--- config.mk ---
export PLATFORM = sky130hd
export DESIGN_NAME = square_channel_envelope_length
export DESIGN_NICKNAME = d
export VERILOG_FILES = /design/src/rtl/core/scel_pkg.sv /design/src/rtl/core/scel_chan.sv /design/src/rtl/core/square_channel_envelope_length.sv
export VERILOG_INCLUDE_DIRS = /design/src /design/src/rtl/core
export SDC_FILE = /design/constraint.sdc
export NUM_CORES = 1
export LEC_CHECK = 0
export BUFFER_PORTS_ARGS = -buffer_cell sky130_fd_sc_hd__buf_2
export CORE_ASPECT_RATIO = 1.75
export CORE_MARGIN = 10
export CORE_UTILIZATION = 55
export DETAILED_ROUTE_END_ITERATION = 8
export PLACE_DENSITY = 0.76
export SYNTH_ARGS = -nofsm -noshare
export SYNTH_HDL_FRONTEND = slang
export SYNTH_SLANG_ARGS = --single-unit
--- constraint.sdc ---
create_clock -name clk -period 7.04 [get_ports clk]
set_clock_uncertainty 0.15 [all_clocks]
set_input_delay 1.408 -clock clk [delete_from_list [all_inputs] [get_ports clk]]
set_output_delay 1.408 -clock clk [all_outputs]
set_load 0.1 [all_outputs]
--- src/rtl/core/square_channel_envelope_length_assert.svh ---
// assertion macros for the square channel block
`ifndef SQUARE_CHANNEL_ENVELOPE_LENGTH_ASSERT_SVH
`define SQUARE_CHANNEL_ENVELOPE_LENGTH_ASSERT_SVH

// antecedent holds, consequent holds in the same cycle
`define SCEL_ASSERT_SAME(lbl, ante, cons) \
  lbl: assert property (@(posedge clk) disable iff (!rst_n) (ante) |-> (cons)) \
    else $error("scel assertion failed");

// antecedent holds, consequent holds in the next cycle
`define SCEL_ASSERT_NEXT(lbl, ante, cons) \
  lbl: assert property (@(posedge clk) disable iff (!rst_n) (ante) |=> (cons)) \
    else $error("scel assertion failed");

`endif

--- src/rtl/core/scel_pkg.sv ---
// shared types and constants for the square channel block
package scel_pkg;

  // operation codes
  localparam logic [2:0] FUNC_WRITE    = 3'd0;
  localparam logic [2:0] FUNC_READ     = 3'd1;
  localparam logic [2:0] FUNC_PERIOD   = 3'd2;
  localparam logic [2:0] FUNC_ENVELOPE = 3'd3;
  localparam logic [2:0] FUNC_LENGTH   = 3'd4;

  // register addresses
  localparam logic [15:0] ADDR_LENGTH_DUTY = 16'hFF16;
  localparam logic [15:0] ADDR_ENVELOPE    = 16'hFF17;
  localparam logic [15:0] ADDR_PERIOD_LOW  = 16'hFF18;
  localparam logic [15:0] ADDR_CONTROL     = 16'hFF19;

  // read masks and fixed values
  localparam logic [7:0] RD_MASK_DUTY    = 8'hC0;
  localparam logic [6:0] RD_MASK_CONTROL = 7'h40;
  localparam logic [7:0] RD_PERIOD_LOW   = 8'hFF;

  // counter limits
  localparam logic [10:0] PERIOD_LAST = 11'h7FF;
  localparam logic [3:0]  VOL_MAX     = 4'd15;
  localparam logic [3:0]  VOL_RESET   = 4'd15;

  typedef struct packed {
    logic [2:0]  func;
    logic [15:0] address;
    logic [7:0]  write_data;
  } item_t;

  typedef struct packed {
    logic [7:0]  read_data;
    logic        illegal_access;
    logic        channel_on;
    logic [3:0]  volume;
    logic [10:0] period_count;
  } result_t;

endpackage

--- src/rtl/core/scel_chan.sv ---
// channel registers, envelope, length timer and period divider update
module scel_chan (
  input  logic             clk,
  input  logic             rst_n,
  input  logic             step_en,
  input  scel_pkg::item_t   item,
  output scel_pkg::result_t result
);

  logic [7:0]  ld_r, ld_nxt;
  logic [7:0]  env_r, env_nxt;
  logic [7:0]  plo_r, plo_nxt;
  logic [6:0]  ctl_r, ctl_nxt;
  logic        en_r, en_nxt;
  logic [5:0]  len_r, len_nxt;
  logic [10:0] pcnt_r, pcnt_nxt;
  logic [2:0]  ecnt_r, ecnt_nxt;
  logic [3:0]  vol_r, vol_nxt;

  logic        is_ld, is_env, is_plo, is_ctl;
  logic [2:0]  pace;
  logic [2:0]  ecnt_inc;
  logic [5:0]  len_dec;
  logic [7:0]  rd;
  logic        bad;

  // address decode and helper values
  assign is_ld    = (item.address == scel_pkg::ADDR_LENGTH_DUTY);
  assign is_env   = (item.address == scel_pkg::ADDR_ENVELOPE);
  assign is_plo   = (item.address == scel_pkg::ADDR_PERIOD_LOW);
  assign is_ctl   = (item.address == scel_pkg::ADDR_CONTROL);
  assign pace     = env_r[2:0];
  assign ecnt_inc = ecnt_r + 3'd1;
  assign len_dec  = (len_r != 6'd0) ? len_r - 6'd1 : 6'd0;

  // next state for one item
  always_comb begin
    ld_nxt   = ld_r;
    env_nxt  = env_r;
    plo_nxt  = plo_r;
    ctl_nxt  = ctl_r;
    en_nxt   = en_r;
    len_nxt  = len_r;
    pcnt_nxt = pcnt_r;
    ecnt_nxt = ecnt_r;
    vol_nxt  = vol_r;
    rd       = 8'd0;
    bad      = 1'b0;
    case (item.func)
      scel_pkg::FUNC_WRITE: begin
        if (is_ld) begin
          ld_nxt = item.write_data;
        end else if (is_env) begin
          env_nxt = item.write_data;
        end else if (is_plo) begin
          plo_nxt = item.write_data;
        end else if (is_ctl) begin
          ctl_nxt = item.write_data[6:0];
          // trigger: turn on, restart envelope, reload an empty length timer
          if (item.write_data[7]) begin
            en_nxt   = 1'b1;
            ecnt_nxt = 3'd0;
            vol_nxt  = env_r[7:4];
            if (len_r == 6'd0) begin
              len_nxt = ~ld_r[5:0];
            end
          end
        end else begin
          bad = 1'b1;
        end
      end
      scel_pkg::FUNC_READ: begin
        if (is_ld) begin
          rd = ld_r & scel_pkg::RD_MASK_DUTY;
        end else if (is_env) begin
          rd = env_r;
        end else if (is_plo) begin
          rd = scel_pkg::RD_PERIOD_LOW;
        end else if (is_ctl) begin
          rd = {1'b0, ctl_r & scel_pkg::RD_MASK_CONTROL};
        end else begin
          bad = 1'b1;
        end
      end
      scel_pkg::FUNC_PERIOD: begin
        // reload from the 11-bit period on overflow
        if (pcnt_r == scel_pkg::PERIOD_LAST) begin
          pcnt_nxt = {ctl_r[2:0], plo_r};
        end else begin
          pcnt_nxt = pcnt_r + 11'd1;
        end
      end
      scel_pkg::FUNC_ENVELOPE: begin
        // step volume once per pace events, saturating
        if (pace != 3'd0) begin
          if (ecnt_inc >= pace) begin
            ecnt_nxt = 3'd0;
            if (!env_r[3]) begin
              if (vol_r != 4'd0) vol_nxt = vol_r - 4'd1;
            end else begin
              if (vol_r != scel_pkg::VOL_MAX) vol_nxt = vol_r + 4'd1;
            end
          end else begin
            ecnt_nxt = ecnt_inc;
          end
        end
      end
      scel_pkg::FUNC_LENGTH: begin
        // count down, switch off on expiry when length enable is set
        if (en_r) begin
          len_nxt = len_dec;
          if (ctl_r[6] && (len_dec == 6'd0)) begin
            en_nxt = 1'b0;
          end
        end
      end
      default: begin
      end
    endcase
  end

  // result reports state after the item
  always_comb begin
    result.read_data      = rd;
    result.illegal_access = bad;
    result.channel_on     = en_nxt;
    result.volume         = vol_nxt;
    result.period_count   = pcnt_nxt;
  end

  // state registers
  always_ff @(posedge clk) begin
    if (!rst_n) begin
      ld_r   <= 8'd0;
      env_r  <= 8'd0;
      plo_r  <= 8'd0;
      ctl_r  <= 7'd0;
      en_r   <= 1'b0;
      len_r  <= 6'd0;
      pcnt_r <= 11'd0;
      ecnt_r <= 3'd0;
      vol_r  <= scel_pkg::VOL_RESET;
    end else if (step_en) begin
      ld_r   <= ld_nxt;
      env_r  <= env_nxt;
      plo_r  <= plo_nxt;
      ctl_r  <= ctl_nxt;
      en_r   <= en_nxt;
      len_r  <= len_nxt;
      pcnt_r <= pcnt_nxt;
      ecnt_r <= ecnt_nxt;
      vol_r  <= vol_nxt;
    end
  end

endmodule

--- src/rtl/core/square_channel_envelope_length.sv ---
// Square-wave sound channel with volume envelope, length timer and period
// divider, driven by one operation per item (register write or read, period
// tick, envelope event, length event). Each item gives exactly one result.
// Throughput is one item per clock while the output is not stalled: an item
// is captured in an input register and passes through a single stage of
// update logic into the result register. The state update of one item feeds
// the next item directly, with no extra wait. The input register stalls only
// while it holds an item and the result register is full and stalled.
module square_channel_envelope_length (
  input  logic        clk,
  input  logic        rst_n,
  input  logic        in_valid,
  output logic        in_stall,
  input  logic [2:0]  in_func,
  input  logic [15:0] in_address,
  input  logic [7:0]  in_write_data,
  output logic        out_valid,
  input  logic        out_stall,
  output logic [7:0]  out_read_data,
  output logic        out_illegal_access,
  output logic        out_channel_on,
  output logic [3:0]  out_volume,
  output logic [10:0] out_period_count
);

  logic              s1_valid_r;
  scel_pkg::item_t   s1_item_r;
  logic              out_valid_r;
  scel_pkg::result_t out_res_r;
  scel_pkg::result_t res;
  logic              advance;
  logic              in_take;

  // handshake control
  assign advance  = s1_valid_r && (!out_valid_r || !out_stall);
  assign in_stall = s1_valid_r && !advance;
  assign in_take  = in_valid && !in_stall;

  // input register
  always_ff @(posedge clk) begin
    if (!rst_n) begin
      s1_valid_r <= 1'b0;
    end else if (in_take) begin
      s1_valid_r <= 1'b1;
    end else if (advance) begin
      s1_valid_r <= 1'b0;
    end
  end

  always_ff @(posedge clk) begin
    if (in_take) begin
      s1_item_r.func       <= in_func;
      s1_item_r.address    <= in_address;
      s1_item_r.write_data <= in_write_data;
    end
  end

  // channel state and update logic
  scel_chan u_chan (
    .clk     (clk),
    .rst_n   (rst_n),
    .step_en (advance),
    .item    (s1_item_r),
    .result  (res)
  );

  // result register
  always_ff @(posedge clk) begin
    if (!rst_n) begin
      out_valid_r <= 1'b0;
    end else if (advance) begin
      out_valid_r <= 1'b1;
    end else if (!out_stall) begin
      out_valid_r <= 1'b0;
    end
  end

  always_ff @(posedge clk) begin
    if (advance) begin
      out_res_r <= res;
    end
  end

  assign out_valid          = out_valid_r;
  assign out_read_data      = out_res_r.read_data;
  assign out_illegal_access = out_res_r.illegal_access;
  assign out_channel_on     = out_res_r.channel_on;
  assign out_volume         = out_res_r.volume;
  assign out_period_count   = out_res_r.period_count;

  // checks
  `include "square_channel_envelope_length_assert.svh"

  `SCEL_ASSERT_SAME(a_illegal_reads_zero, out_valid && out_illegal_access, out_read_data == 8'd0)
  `SCEL_ASSERT_NEXT(a_held_item_kept, s1_valid_r && !advance, s1_valid_r)
  `SCEL_ASSERT_SAME(a_stall_needs_item, in_stall, s1_valid_r && out_valid_r)

endmodule

==> results of run 1 <==
-- kinds of logic after synthesis --
kind of cell / Yosys count / share of synthesized area
xor+xnor: 1 / 0.00178
compound gates: 118 / 0.159
fa+ha+maj: 9 / 0.0229
buf+inv: 40 / 0.0341
flops: 107 / 0.541
simple gates: 186 / 0.189
mux: 25 / 0.0521
-- critical path, cell delays in order --
cell and delay, ns:
sky130_fd_sc_hd__buf_2 0.10, sky130_fd_sc_hd__and3_1 0.21, sky130_fd_sc_hd__buf_2 0.44
-- how the worst min path moves through the flow --
stage / from / endpoint / slack, ns / cells past startpoint
floorplan: u_chan.plo_r[0] / u_chan.plo_r[0] / 0.28 / 2
global placement: u_chan.plo_r[0] / u_chan.plo_r[0] / 0.29 / 2
detailed placement: u_chan.plo_r[6] / u_chan.plo_r[6] / 0.31 / 2
CTS: u_chan.plo_r[6] / u_chan.plo_r[6] / 0.32 / 2
global route: u_chan.ecnt_r[2] / u_chan.ecnt_r[2] / 0.34 / 1
finish: u_chan.plo_r[6] / u_chan.plo_r[6] / 0.32 / 2
-- synthesized netlist by cell type (3+ instances only) --
cell                       number  area, sq um
sky130_fd_sc_hd__ha_1           9          113
sky130_fd_sc_hd__nor3_1        14         70.1
sky130_fd_sc_hd__inv_1         11         41.3
sky130_fd_sc_hd__a211oi_1       3         22.5
sky130_fd_sc_hd__a31oi_1        5         31.3
sky130_fd_sc_hd__o22ai_1        4         25.0
sky130_fd_sc_hd__nor3b_1        3         22.5
sky130_fd_sc_hd__dfxtp_1       55         1100
sky130_fd_sc_hd__a22oi_1        3         22.5
sky130_fd_sc_hd__clkbuf_1      19         71.3
sky130_fd_sc_hd__and2_1         5         31.3
sky130_fd_sc_hd__buf_2          4         20.0
sky130_fd_sc_hd__edfxtp_1      52         1560
sky130_fd_sc_hd__buf_4          3         22.5
sky130_fd_sc_hd__mux2i_1       20          200
sky130_fd_sc_hd__mux2_2         5         56.3
sky130_fd_sc_hd__and3_1         8         50.1
sky130_fd_sc_hd__nor2b_1        3         18.8
sky130_fd_sc_hd__o21ai_0       13         65.1
sky130_fd_sc_hd__nand3_1       12         60.1
sky130_fd_sc_hd__a22o_1         7         61.3
sky130_fd_sc_hd__a21o_1         5         37.5
sky130_fd_sc_hd__nor2_1        48          180
sky130_fd_sc_hd__nand4_1        9         56.3
sky130_fd_sc_hd__nand2b_1       7         43.8
sky130_fd_sc_hd__a21oi_1       48          240
sky130_fd_sc_hd__nand2_1       57          214
-- state kept, by name, indices dropped and copies added, names as in the netlist --
signal	flops
out_illegal_access	1
u_chan.plo_r	8
u_chan.en_r	1
out_channel_on	1
u_chan.pcnt_r	11
out_volume	4
u_chan.ecnt_r	3
u_chan.vol_r	4
u_chan.ctl_r	4
out_read_data	8
u_chan.ld_r	8
out_period_count	11
s1_valid_r	1
s1_item_r	27
u_chan.len_r	6
out_valid	1
u_chan.env_r	8
-- metrics by stage --
stage	hold slack [ns]	instance area (sq um)
after global routing	0.339	5550
after detailed placement	0.306	5260
after CTS	0.315	5550
after floorplan	0.277	4920
final	0.316	5550
after global placement	0.287	5260
-- power by group --
part	leakage, nW	switching, mW	internal (mW)
clock network	0.139	0.221	0.263
logic	1.02	0.0832	0.0241
registers	0.923	0.0121	0.671
-- layout make-up --
type | instances | share of cell area
Inverter | 12 | 0.00812
Clock buffer | 11 | 0.0458
Timing Repair Buffer | 61 | 0.0568
Sequential cell | 107 | 0.480
Tap cell | 117 | 0.0264
Clock inverter | 5 | 0.00654
Multi-Input combinational cell | 339 | 0.377
-- layer usage --
layer,up-vias,share of wire,wire (um)
met5,-,0,0
met4,0,0.027,289
met3,23,0.058,622
met2,127,0.51,5550
met1,1799,0.40,4350
li1,1876,-,-
==> results.md, run 1 <==
Outcome:
- The run finished with clean final reports.

Final layout:
- At the end of the flow, the number of nets in the layout was between 500 and 600.
- Relative to the synthesized area, the layout overhead comes to 12.8%.
- The layout has roughly 700 filler cells.
- Summing all flip-flop and latch instances after layout gives between 2000 and 3000 sq um.
- The antenna cell count is 0.
- Leaving out fill and tap cells, the most frequent cells in the layout are 57 x sky130_fd_sc_hd__nand2_1, 57 x sky130_fd_sc_hd__buf_2, 55 x sky130_fd_sc_hd__dfxtp_1, 52 x sky130_fd_sc_hd__edfxtp_1.
- Of the cells placed in the final design, the portion with a size suffix greater than 1 is 0.176.
- The multi-input combinational cells in the finished layout cover a total of ~2100 sq um.
- Measured on the finished design, the core utilization comes to 0.636.
- The post-layout instance count excluding filler cells is around 650.

Synth:
- The number of unique standard cell types used by synthesis is 70.
- The count of state elements after synthesis is 107.
- The fraction of synthesis flops using an asynchronous set or reset pin is 0.
- The number of flops mapped to enable cells by yosys is 52.
- The net count of the mapped netlist is 526.
- During synthesis, Yosys emitted a total of 0 warnings.
- A synthesized cell averages around 10 sq um.
- The synthesized cell area is 4920 sq um.
- The most used flip-flop cell after synthesis is sky130_fd_sc_hd__dfxtp_1.
- Synthesis handed over a netlist of roughly 500 instances.
- The sequential-to-total area share from yosys stat is 0.541.

GRT:
- For met2 alone, demand over resource in global routing was 0.278.
- The met3 usage is 0.0413.
- The number of antenna violations at the first check in global routing is 0.
- The maximum number of pins on one net before global-route repair is 47.
- The global routing met1 resource utilization is 0.177.
- The global-route wire length before repair is about 18 mm.
- met2 is the most crowded layer.
- Across every metal layer, demand over resource in global routing totals 0.161.
- The via count of the first global-routing pass is between 3000 and 4000.
- The total global routing overflow is 0.

Clock network:
- The clock-pin slew of the registers on the worst-case setup and hold paths is 0.07 ns.
- The cell at the root of the clock tree is sky130_fd_sc_hd__clkbuf_16.
- The insertion delay to the later sink of the worst-skew pair is about 0.35 ns.
- The number of H-tree levels is 3.
- The TritonCTS clock tree is done.
- The number of buffers added to fix hold violations after cts is 0.
- Once the clock tree was built, the setup fixing pass inserted 0 buffers.
- The CTS sink count is between 100 and 150.
- The clock passes through at most 2 buffers.
- Post-CTS repair changed the size of 0 cells.
- In this run, CTS created clock tree buffers numbering 9.

Detailed routing:
- In the final routed layout, each cell accounts on average for ~17 um.
- The first TritonRoute pass finished after 5 iterations.
- The wire length reported by the detailed router is around 11 mm.
- For this run, design rule violations remaining after detail routing come to 0.
- Once detail routing completed, the nets flagged for antenna violations numbered 0.
- In this run, the number of DRC markers left after iteration 0 of detailed routing was 319.
- The routed layout has between 3000 and 4000 vias.
- The ratio of routed vias to standard cells is about 6.

Placement:
- The post-placement cell count is 636.
- The final HPWL from detailed placement is around 8 mm.
- The worst setup slack before clock tree synthesis is about 3.2 ns.
- At the end of routability-driven placement, the weighted congestion stood at between 0.8 and 0.9.
- The number of buffer cells added on primary ports is between 50 and 60.

Worst setup path:
- The data required time of the critical path is between 5 and 6 ns.
- At the worst endpoint, the arrival time is 2.16 ns.
- The worst-path maximum fanout is 3.
- The critical path launch point is out_stall.
- The kind of end point of the critical path is a primary output.
- The worst register-to-register path begins at s1_item_r[13].
- STA classifies the critical path startpoint as a primary input.
- The cell depth of the worst flop-to-flop path is 5.
- The internal reg-to-reg setup slack is around 4.4 ns.
- The endpoint identified for the worst register-to-register timing path is u_chan.ld_r[0].
- The critical path endpoint is in_stall.
- The type of the worst setup path is in -> out.

STA:
- The shortest clock period the worst path allows after layout is about 3.7 ns.
- The count of endpoints failing hold in the final timing report was 0.
- Setup violations remaining at the end of the flow were counted as 0.
- The pin slew with the least headroom to its limit is 1.23 ns.
- In the post-route analysis, the smallest setup slack over all paths is around 3.3 ns.
- The maximum clock frequency is between 200 and 300 MHz.
- The final count of pins violating max slew was 0.
- The headroom to the max-slew limit is 0.176.
- Setup repair after global routing left no endpoint under its margin.
- The final clock period utilization by the worst path is 0.528.
- The final sum of negative setup slack is 0 ns.

Die:
- The total die area is between 10000 and 15000 sq um.
- The count of boundary I/O pins is 58.
- The region available for standard cell placement spans 8730 sq um.
- The initial utilization of the core area, before any placement, comes to 0.564.
- The y dimension of the die is 145 um.
- The row count is 45.
- The width of the die is 91.5 um.

Pwr:
- The sum of internal, switching and leakage power is 1.27 mW.
- IR analysis of the VDD net gives a maximum drop of 245 uV.
- The analysis attributes to cell leakage a power of 2.08 nW.
- The power per standard cell area is about 230 nW/um^2.

Hold path:
- The worst min-delay path class is reg -> reg.

Run:
- The tool flagged a number of max-cap violations equal to 0.
No activity file was read; power rests on OpenSTA's default activity.
==> run 2, diff against run 1 <==
ABC_AREA = 1   (was not set)
clock period = 3.45 ns   (was 7.04 ns; I/O delays follow)
==> results.md, run 2 <==
Outcome:
- Status: completed (unchanged).

Clock network:
- The CTS sink count came to 107 (unchanged).
- The number of H-tree levels is 3 (unchanged).
- The TritonCTS clock tree is done (unchanged).
- The maximum buffer depth of the clock tree is 2 (unchanged).
- The clock-pin slew of the registers on the worst-case setup and hold paths is 0.07 ns (about the same).
- The post-cts repair resize count is 0 (unchanged).
- The insertion delay to the later sink of the worst-skew pair is 0.35 ns (about the same).
- The cell at the root of the clock tree is sky130_fd_sc_hd__clkbuf_16 (unchanged).
- The number of buffers created by CTS is 9 (unchanged).
- The number of buffers added to fix hold violations after cts was 0 (unchanged).
- The post-CTS setup-driven buffer insertion count is 0 (unchanged).

STA:
- Static timing analysis puts the maximum clock frequency at approximately 410 MHz.
- The shortest clock period the worst path allows after layout is ~2.4 ns.
- The final clock period utilization by the worst path is 0.704.
- The worst-case setup margin in the final layout came to 1.02 ns (was 3.32 ns).
- The final setup violation count is 0 (unchanged).
- The pin slew with the least headroom to its limit is 0.909 ns (was 1.23 ns).
- The final count of pins violating max slew is 0 (unchanged).
- The count of endpoints failing hold in the final timing report is 0 (unchanged).
- The headroom to the max-slew limit is 0.393 (was 0.176).
- RSZ-0062 raised after global routing: no (unchanged).
- The final sum of negative setup slack was 0 ns (unchanged).
- The final hold slack was 0.307 ns (was 0.316 ns).

Worst setup path:
- The arrival time of data at the critical path endpoint is 2.37 ns (was 2.16 ns).
- The worst-path maximum fanout came to 5 (was 3).
- The data required time of the critical path came to 3.39 ns (was 5.48 ns).
- The kind of end point of the critical path is a register (was primary output).
- The kind of start point of the critical path is a register (was primary input).
- The type of the worst setup path is reg -> reg (was in -> out).

Final layout:
- The area overhead of the layout relative to synthesis was 13.1% (was 12.8%).
- Top library cells by usage in the layout, fill and taps aside: 153 x sky130_fd_sc_hd__nand2_1, 94 x sky130_fd_sc_hd__inv_1, 64 x sky130_fd_sc_hd__a21oi_1, 57 x sky130_fd_sc_hd__nor2_1, 57 x sky130_fd_sc_hd__buf_2 (was 57 x sky130_fd_sc_hd__nand2_1, 57 x sky130_fd_sc_hd__buf_2, 55 x sky130_fd_sc_hd__dfxtp_1, 52 x sky130_fd_sc_hd__edfxtp_1).
- The net total in the final layout was 737 (was 570).
- The final non-filler cell area is 5840 sq um (was 5550 sq um).
- The number of flip-flops under the largest register name is 27 (unchanged).
- The final standard cell utilization of the core came to 0.642 (was 0.636).
- The antenna cell count is 0 (unchanged).
- The register with the most flip-flops is s1_item_r (unchanged).
- The share of layout cells above drive strength 1 came to 0.140 (was 0.176).
- The library cell used most frequently in the layout, excluding fill and tap cells, is sky130_fd_sc_hd__nand2_1.

Synth:
- The synthesized cell area is 5160 sq um (was 4920 sq um).
- The most used flip-flop cell after synthesis was sky130_fd_sc_hd__dfxtp_1 (unchanged).
- The number of unique standard cell types used by synthesis is 35 (was 70).
- The net count of the mapped netlist is 685 (was 526).
- The library cell with the largest summed area after synthesis is sky130_fd_sc_hd__edfxtp_1 (unchanged).
- The gate count after technology mapping is 645 (was 486).
- The number of flops mapped to enable cells by yosys is 52 (unchanged).
- The number of warnings issued by yosys came to 0 (unchanged).
- The synthesized area per cell was 8.00 sq um (was 10.1 sq um).
- The sequential-to-total area share from yosys stat is 0.516 (was 0.541).
- The area share of the largest cell type after synthesis is 0.303 (was 0.317).
- The most instantiated library cell after synthesis is sky130_fd_sc_hd__nand2_1 (unchanged).
- The count of state elements after synthesis is 107 (unchanged).
- Post-synth top cells: 153 x sky130_fd_sc_hd__nand2_1, 94 x sky130_fd_sc_hd__inv_1, 64 x sky130_fd_sc_hd__a21oi_1, 58 x sky130_fd_sc_hd__nor2_1, 55 x sky130_fd_sc_hd__dfxtp_1 (was 57 x sky130_fd_sc_hd__nand2_1, 55 x sky130_fd_sc_hd__dfxtp_1, 52 x sky130_fd_sc_hd__edfxtp_1, 48 x sky130_fd_sc_hd__a21oi_1, 48 x sky130_fd_sc_hd__nor2_1).
- Largest cells by area after synthesis: sky130_fd_sc_hd__edfxtp_1 30%, sky130_fd_sc_hd__dfxtp_1 21%, sky130_fd_sc_hd__nand2_1 11% (was sky130_fd_sc_hd__edfxtp_1 32%, sky130_fd_sc_hd__dfxtp_1 22%, sky130_fd_sc_hd__a21oi_1 4.9%).
- The fraction of synthesis flops using an asynchronous set or reset pin is 0 (unchanged).

Placement:
- The instance area after placement is 5520 sq um (was 5260 sq um).
- The worst setup slack before clock tree synthesis was 1.04 ns (was 3.25 ns).
- The final HPWL from detailed placement is 8.66 mm (was 7.82 mm).
- The final weighted congestion of routability-driven global placement is 0.887 (was 0.882).
- The number of buffer cells added on primary ports is 57 (unchanged).

Pwr:
- The maximum VDD drop was 328 uV (was 245 uV).
- The switching portion of total power came to 0.261 (was 0.248).
- The clock network fraction of total power is 0.376 (was 0.380).
- The switching power total is 0.739 mW (was 0.317 mW).
- The combinational fraction of design power is 0.120 (was 0.084).
- The cell-internal power is 2.10 mW (was 0.957 mW).
- The power per standard cell area is 486 nW/um^2 (was 230 nW/um^2).
- The standby leakage power is 2.70 nW (was 2.08 nW).
- The power share of the sequential group is 0.504 (was 0.536).

Detailed routing:
- The starting DRC count in detailed routing was 378 (was 319).
- The post-route DRC violation count was 0 (unchanged).
- The wire length reported by the detailed router was 11.7 mm (was 10.8 mm).
- The via count is 4421 (was 3825).
- The length of the first detailed-routing pass in iterations was 5 (unchanged).
- The ratio of routed vias to standard cells is 5.38 (was 5.87).
- The post-detailed-route wirelength per cell was 14.2 um (was 16.6 um).
- The post-detailed-route count of antenna-violating nets is 0 (unchanged).

GRT:
- The maximum number of pins on one net before global-route repair is 47 (unchanged).
- The total global-route track usage is 0.173 (was 0.161).
- The global-route wire length before repair is 19.3 mm (was 17.5 mm).
- The via count of the first global-routing pass was 4142 (was 3683).
- The number of antenna violations at the first check in global routing is 0 (unchanged).
- The total global routing overflow came to 0 (unchanged).

Die:
- The total die area is 13800 sq um (was 13300 sq um).
- The row count is 46 (was 45).
- The count of boundary I/O pins is 58 (unchanged).
- The width of the die is 93.2 um (was 91.5 um).
- The initial cell density of the core is 0.567 (was 0.564).
- The y dimension of the die was 148 um (was 145 um).
- The placeable core region came to 9090 sq um (was 8730 sq um).

Hold path:
- The worst min-delay path class is reg -> reg (unchanged).

Run:
- The max-cap check violation count is 0 (unchanged).
==> run 2: changes by cell type after synthesis, sizes merged, moves of 8 or more <==
cell | previous run | this run
nand3 | 12 | 44
nor3 | 17 | 5
nand2 | 57 | 160
o21ai | 14 | 45
clkbuf | 20 | 9
nor2 | 48 | 64
a21oi | 48 | 64
mux2i | 20 | 3
and3 | 8 | 0
inv | 11 | 100
==> run 2: metal layers <==
layer  share of wire  track usage  up-vias
li1                -            -     2201
met1            0.39        0.187     1996
met2            0.50        0.295      195
met3           0.079       0.0484       29
met4           0.035       0.0969        0
met5               0            0        -
==> run 2: worst paths after layout <==
check,to,slack [ns],cells after the start,from
max,out_volume[3],1.02,12,u_chan.ecnt_r[0]
min,u_chan.ctl_r[1],0.31,2,u_chan.ctl_r[1]
max reg2reg,out_volume[3],1.02,12,u_chan.ecnt_r[0]
min reg2reg,u_chan.ctl_r[1],0.31,2,u_chan.ctl_r[1]
==> run 2: power groups by stage <==
stage,combinational [mW],clock (mW),sequential [mW]
global placement,0.331,0,1.46
CTS,0.339,1.09,1.43
floorplan,0.157,0,1.56
detailed placement,0.337,0,1.46
global route,0.373,1.13,1.44
finish,0.340,1.07,1.43
==> run 2: layout make-up <==
cell class | instances | area (sq um)
Clock buffer | 13 | 272
Clock inverter | 3 | 43.8
Inverter | 101 | 379
Multi-Input combinational cell | 418 | 2020
Tap cell | 120 | 150
Fill cell | 794 | 3260
Timing Repair Buffer | 60 | 308
Sequential cell | 107 | 2660
==> run 2: critical path: stages, from the launching register on <==
cell                      delay [ns]
sky130_fd_sc_hd__dfxtp_1        0.34
sky130_fd_sc_hd__ha_1           0.22
sky130_fd_sc_hd__xnor2_1        0.23
sky130_fd_sc_hd__inv_1          0.07
sky130_fd_sc_hd__ha_1           0.31
sky130_fd_sc_hd__a21oi_1        0.17
sky130_fd_sc_hd__nand3_1        0.14
sky130_fd_sc_hd__nand2_1        0.16
sky130_fd_sc_hd__inv_1          0.11
sky130_fd_sc_hd__nand3_1        0.08
sky130_fd_sc_hd__nand2_1        0.05
sky130_fd_sc_hd__nand2_1        0.05
sky130_fd_sc_hd__nand3_1        0.09
==> run 2: through the flow <==
step	std cells	power (mW)
finish	822	2.84
detailed placement	806	1.79
global placement	806	1.79
CTS	822	2.85
floorplan	645	1.72
global route	822	2.94
==> run 2: cell families (layout without fill, tap and decap cells) <==
kind of cell | count (synthesis) | count (layout) | synth area share
adders and majority gates | 9 | 9 | 0.0218
buffers and inverters | 120 | 177 | 0.0924
and+or+nand+nor | 286 | 286 | 0.242
DFF | 107 | 107 | 0.516
AOI/OAI and AO/OA | 117 | 117 | 0.117
xor gates and xnor gates | 3 | 3 | 0.00510
muxes | 3 | 3 | 0.00582
==> run 3, diff against run 2 <==
CORE_UTILIZATION = 53   (was 55)
clock period = 2.05 ns   (was 3.45 ns; I/O delays follow)
==> results.md, run 3 (synthesis gave the netlist of run 2 again) <==
Pwr:
- The power per standard cell area is 778 nW/um^2 (was 486 nW/um^2).
- The maximum VDD drop came to 615 uV (was 328 uV).
- The sum of internal, switching and leakage power came to 4.72 mW (was 2.84 mW).
- The standby leakage power is 2.79 nW (was 2.70 nW).

STA:
- The final setup violation count came to 4 (was 0).
- RSZ-0062 raised after global routing: yes (was no).
- The final sum of negative setup slack is -0.0942 ns (was 0 ns).
- The final count of pins violating max slew came to 0 (unchanged).
- The final clock period utilization by the worst path is 1.02 (was 0.704).
- The headroom to the max-slew limit came to 0.621 (was 0.393).
- The maximum clock frequency is 476 MHz (was 412 MHz).
- The worst-case setup margin in the final layout came to -0.0490 ns (was 1.02 ns).
- The count of endpoints failing hold in the final timing report was 0 (unchanged).
- The shortest clock period the worst path allows after layout came to 2.10 ns (was 2.43 ns).
- The pin slew with the least headroom to its limit came to 0.568 ns (was 0.909 ns).

GRT:
- The via count of the first global-routing pass is 4402 (was 4142).
- The maximum number of pins on one net before global-route repair is 43 (was 47).
- The number of antenna violations at the first check in global routing was 0 (unchanged).
- The total global routing overflow came to 0 (unchanged).
- The global-route wire length before repair is 19.7 mm (was 19.3 mm).
- The total global-route track usage is 0.173 (about the same).

Die:
- The initial cell density of the core was 0.545 (was 0.567).
- The row count is 47 (was 46).
- The total die area is 14200 sq um (was 13800 sq um).
- The placeable core region was 9470 sq um (was 9090 sq um).
- The count of boundary I/O pins is 58 (unchanged).
- The y dimension of the die is 150 um (was 148 um).
- The width of the die was 94.6 um (was 93.2 um).

Placement:
- The post-placement cell count came to 820 (was 806).
- The final HPWL from detailed placement is 8.95 mm (was 8.66 mm).
- The number of buffer cells added on primary ports is 57 (unchanged).
- The instance area after placement is 5650 sq um (was 5520 sq um).
- The final weighted congestion of routability-driven global placement came to 0.960 (was 0.887).
- The worst setup slack before clock tree synthesis is -0.173 ns (was 1.04 ns).

Detailed routing:
- The post-route DRC violation count is 0 (unchanged).
- The wire length reported by the detailed router is 12.1 mm (was 11.7 mm).
- The via count came to 4493 (was 4421).
- The length of the first detailed-routing pass in iterations came to 6 (was 5).
- The ratio of routed vias to standard cells came to 5.36 (was 5.38).
- The post-detailed-route wirelength per cell came to 14.4 um (was 14.2 um).
- The starting DRC count in detailed routing was 440 (was 378).
- The post-detailed-route count of antenna-violating nets was 0 (unchanged).

Clock network:
- The number of H-tree levels is 3 (unchanged).
- The insertion delay to the later sink of the worst-skew pair came to 0.34 ns (was 0.35 ns).
- The cell at the root of the clock tree is sky130_fd_sc_hd__clkbuf_16 (unchanged).
- The CTS sink count was 107 (unchanged).
- The clock-pin slew of the registers on the worst-case setup and hold paths came to 0.07 ns (about the same).
- The number of buffers created by CTS is 9 (unchanged).
- The maximum buffer depth of the clock tree came to 2 (unchanged).
- The TritonCTS clock tree is done (unchanged).
- The number of buffers added to fix hold violations after cts is 0 (unchanged).

Outcome:
- Status: finished, violations left (was completed).
- The final reports fail on negative setup slack.

Hold path:
- The worst min-delay path class is in -> reg (was reg -> reg).

Final layout:
- The most common cell after layout, fill and taps aside is sky130_fd_sc_hd__nand2_1 (unchanged).
- The antenna cell count was 0 (unchanged).
- Top library cells by usage in the layout, fill and taps aside: 149 x sky130_fd_sc_hd__nand2_1, 90 x sky130_fd_sc_hd__inv_1, 63 x sky130_fd_sc_hd__a21oi_1, 57 x sky130_fd_sc_hd__buf_2, 56 x sky130_fd_sc_hd__nor2_1 (was 153 x sky130_fd_sc_hd__nand2_1, 94 x sky130_fd_sc_hd__inv_1, 64 x sky130_fd_sc_hd__a21oi_1, 57 x sky130_fd_sc_hd__nor2_1, 57 x sky130_fd_sc_hd__buf_2).
- The area overhead of the layout relative to synthesis is 17.6% (was 13.1%).
- The net total in the final layout came to 752 (was 737).
- The post-layout instance count excluding filler cells is 839 (was 822).
- The final non-filler cell area came to 6060 sq um (was 5840 sq um).
- The count of filler cells inserted in the layout was 783 (was 794).
- The sequential cell area is 2670 sq um (was 2660 sq um).
- The register with the most flip-flops was s1_item_r (unchanged).
- The number of flip-flops under the largest register name is 27 (unchanged).
- The share of layout cells above drive strength 1 is 0.201 (was 0.140).
- The multi-input logic area came to 2140 sq um (was 2020 sq um).

Worst setup path:
- The data required time of the critical path is 2.16 ns (was 3.39 ns).
- The kind of end point of the critical path is a register (unchanged).
- The worst-path maximum fanout is 3 (was 5).
- The kind of start point of the critical path is a register (unchanged).
- The arrival time of data at the critical path endpoint is 2.21 ns (was 2.37 ns).
- The type of the worst setup path is reg -> reg (unchanged).

Run:
- The max-cap check violation count is 0 (unchanged).
## run 3: changes by cell type in the layout (fill, tap and decap cells not counted), sizes merged
cell / before / now
clkinvlp: 0 / 1
clkinv: 3 / 4
buf: 60 / 75
inv: 100 / 99
bufinv: 1 / 0
## run 3: cell type report
type	count	share of cell area
Clock inverter	3	0.00310
Tap cell	122	0.0252
Multi-Input combinational cell	418	0.352
Clock buffer	13	0.0464
Timing Repair Buffer	75	0.0693
Inverter	101	0.0631
Sequential cell	107	0.441
## run 3: final timing paths
| path | startpoint | endpoint | slack [ns] | cells past startpoint |
|---|---|---|---|---|
| worst max-delay path | u_chan.ecnt_r[0] | u_chan.ecnt_r[0] | -0.05 | 11 |
| worst max register to register | u_chan.ecnt_r[0] | u_chan.ecnt_r[0] | -0.05 | 11 |
| worst min-delay path | in_address[8] | s1_item_r[16] | 0.09 | 1 |
| worst min register to register | u_chan.ctl_r[1] | u_chan.ctl_r[1] | 0.31 | 2 |
## run 3: report_power, final
part / internal, mW / switching (mW)
registers: 2.34 / 0.0605
clock network: 0.963 / 0.734
logic: 0.158 / 0.461
total: 3.46 / 1.25
## run 3: critical path, stage by stage, from the launching register on
cell and delay (ns):
sky130_fd_sc_hd__dfxtp_2 0.34, sky130_fd_sc_hd__ha_4 0.16, sky130_fd_sc_hd__xnor2_2 0.18, sky130_fd_sc_hd__inv_2 0.07, sky130_fd_sc_hd__ha_4 0.24, sky130_fd_sc_hd__a21oi_2 0.15, sky130_fd_sc_hd__nand3_2 0.10, sky130_fd_sc_hd__nor2_1 0.22
sky130_fd_sc_hd__nand2_1 0.12, sky130_fd_sc_hd__nand4_1 0.11, sky130_fd_sc_hd__nand2_1 0.05, sky130_fd_sc_hd__a21oi_1 0.14
## run 3: repair_timing
| item | 4_1_cts | 5_1_grt |
|---|---|---|
| resized for setup | 7 | 18 |
| setup endpoints to repair | 9 | 32 |
| buffers inserted | 2 | 1 |
| pin swaps | 2 | 6 |
## run 3: metal layers
metal | vias up | track usage | wire (um)
li1 | 2234 | - | -
met1 | 2023 | 0.183 | 4650
met2 | 186 | 0.302 | 6030
met3 | 50 | 0.0459 | 855
met4 | 0 | 0.0917 | 541
met5 | - | 0 | 0
## run 3: per-stage QoR
stage	util	hold slack, ns
floorplan	-	0.275
global placement	0.597	0.293
detailed placement	0.597	0.297
CTS	0.633	0.0784
global route	0.640	0.0786
finish	0.640	0.0865
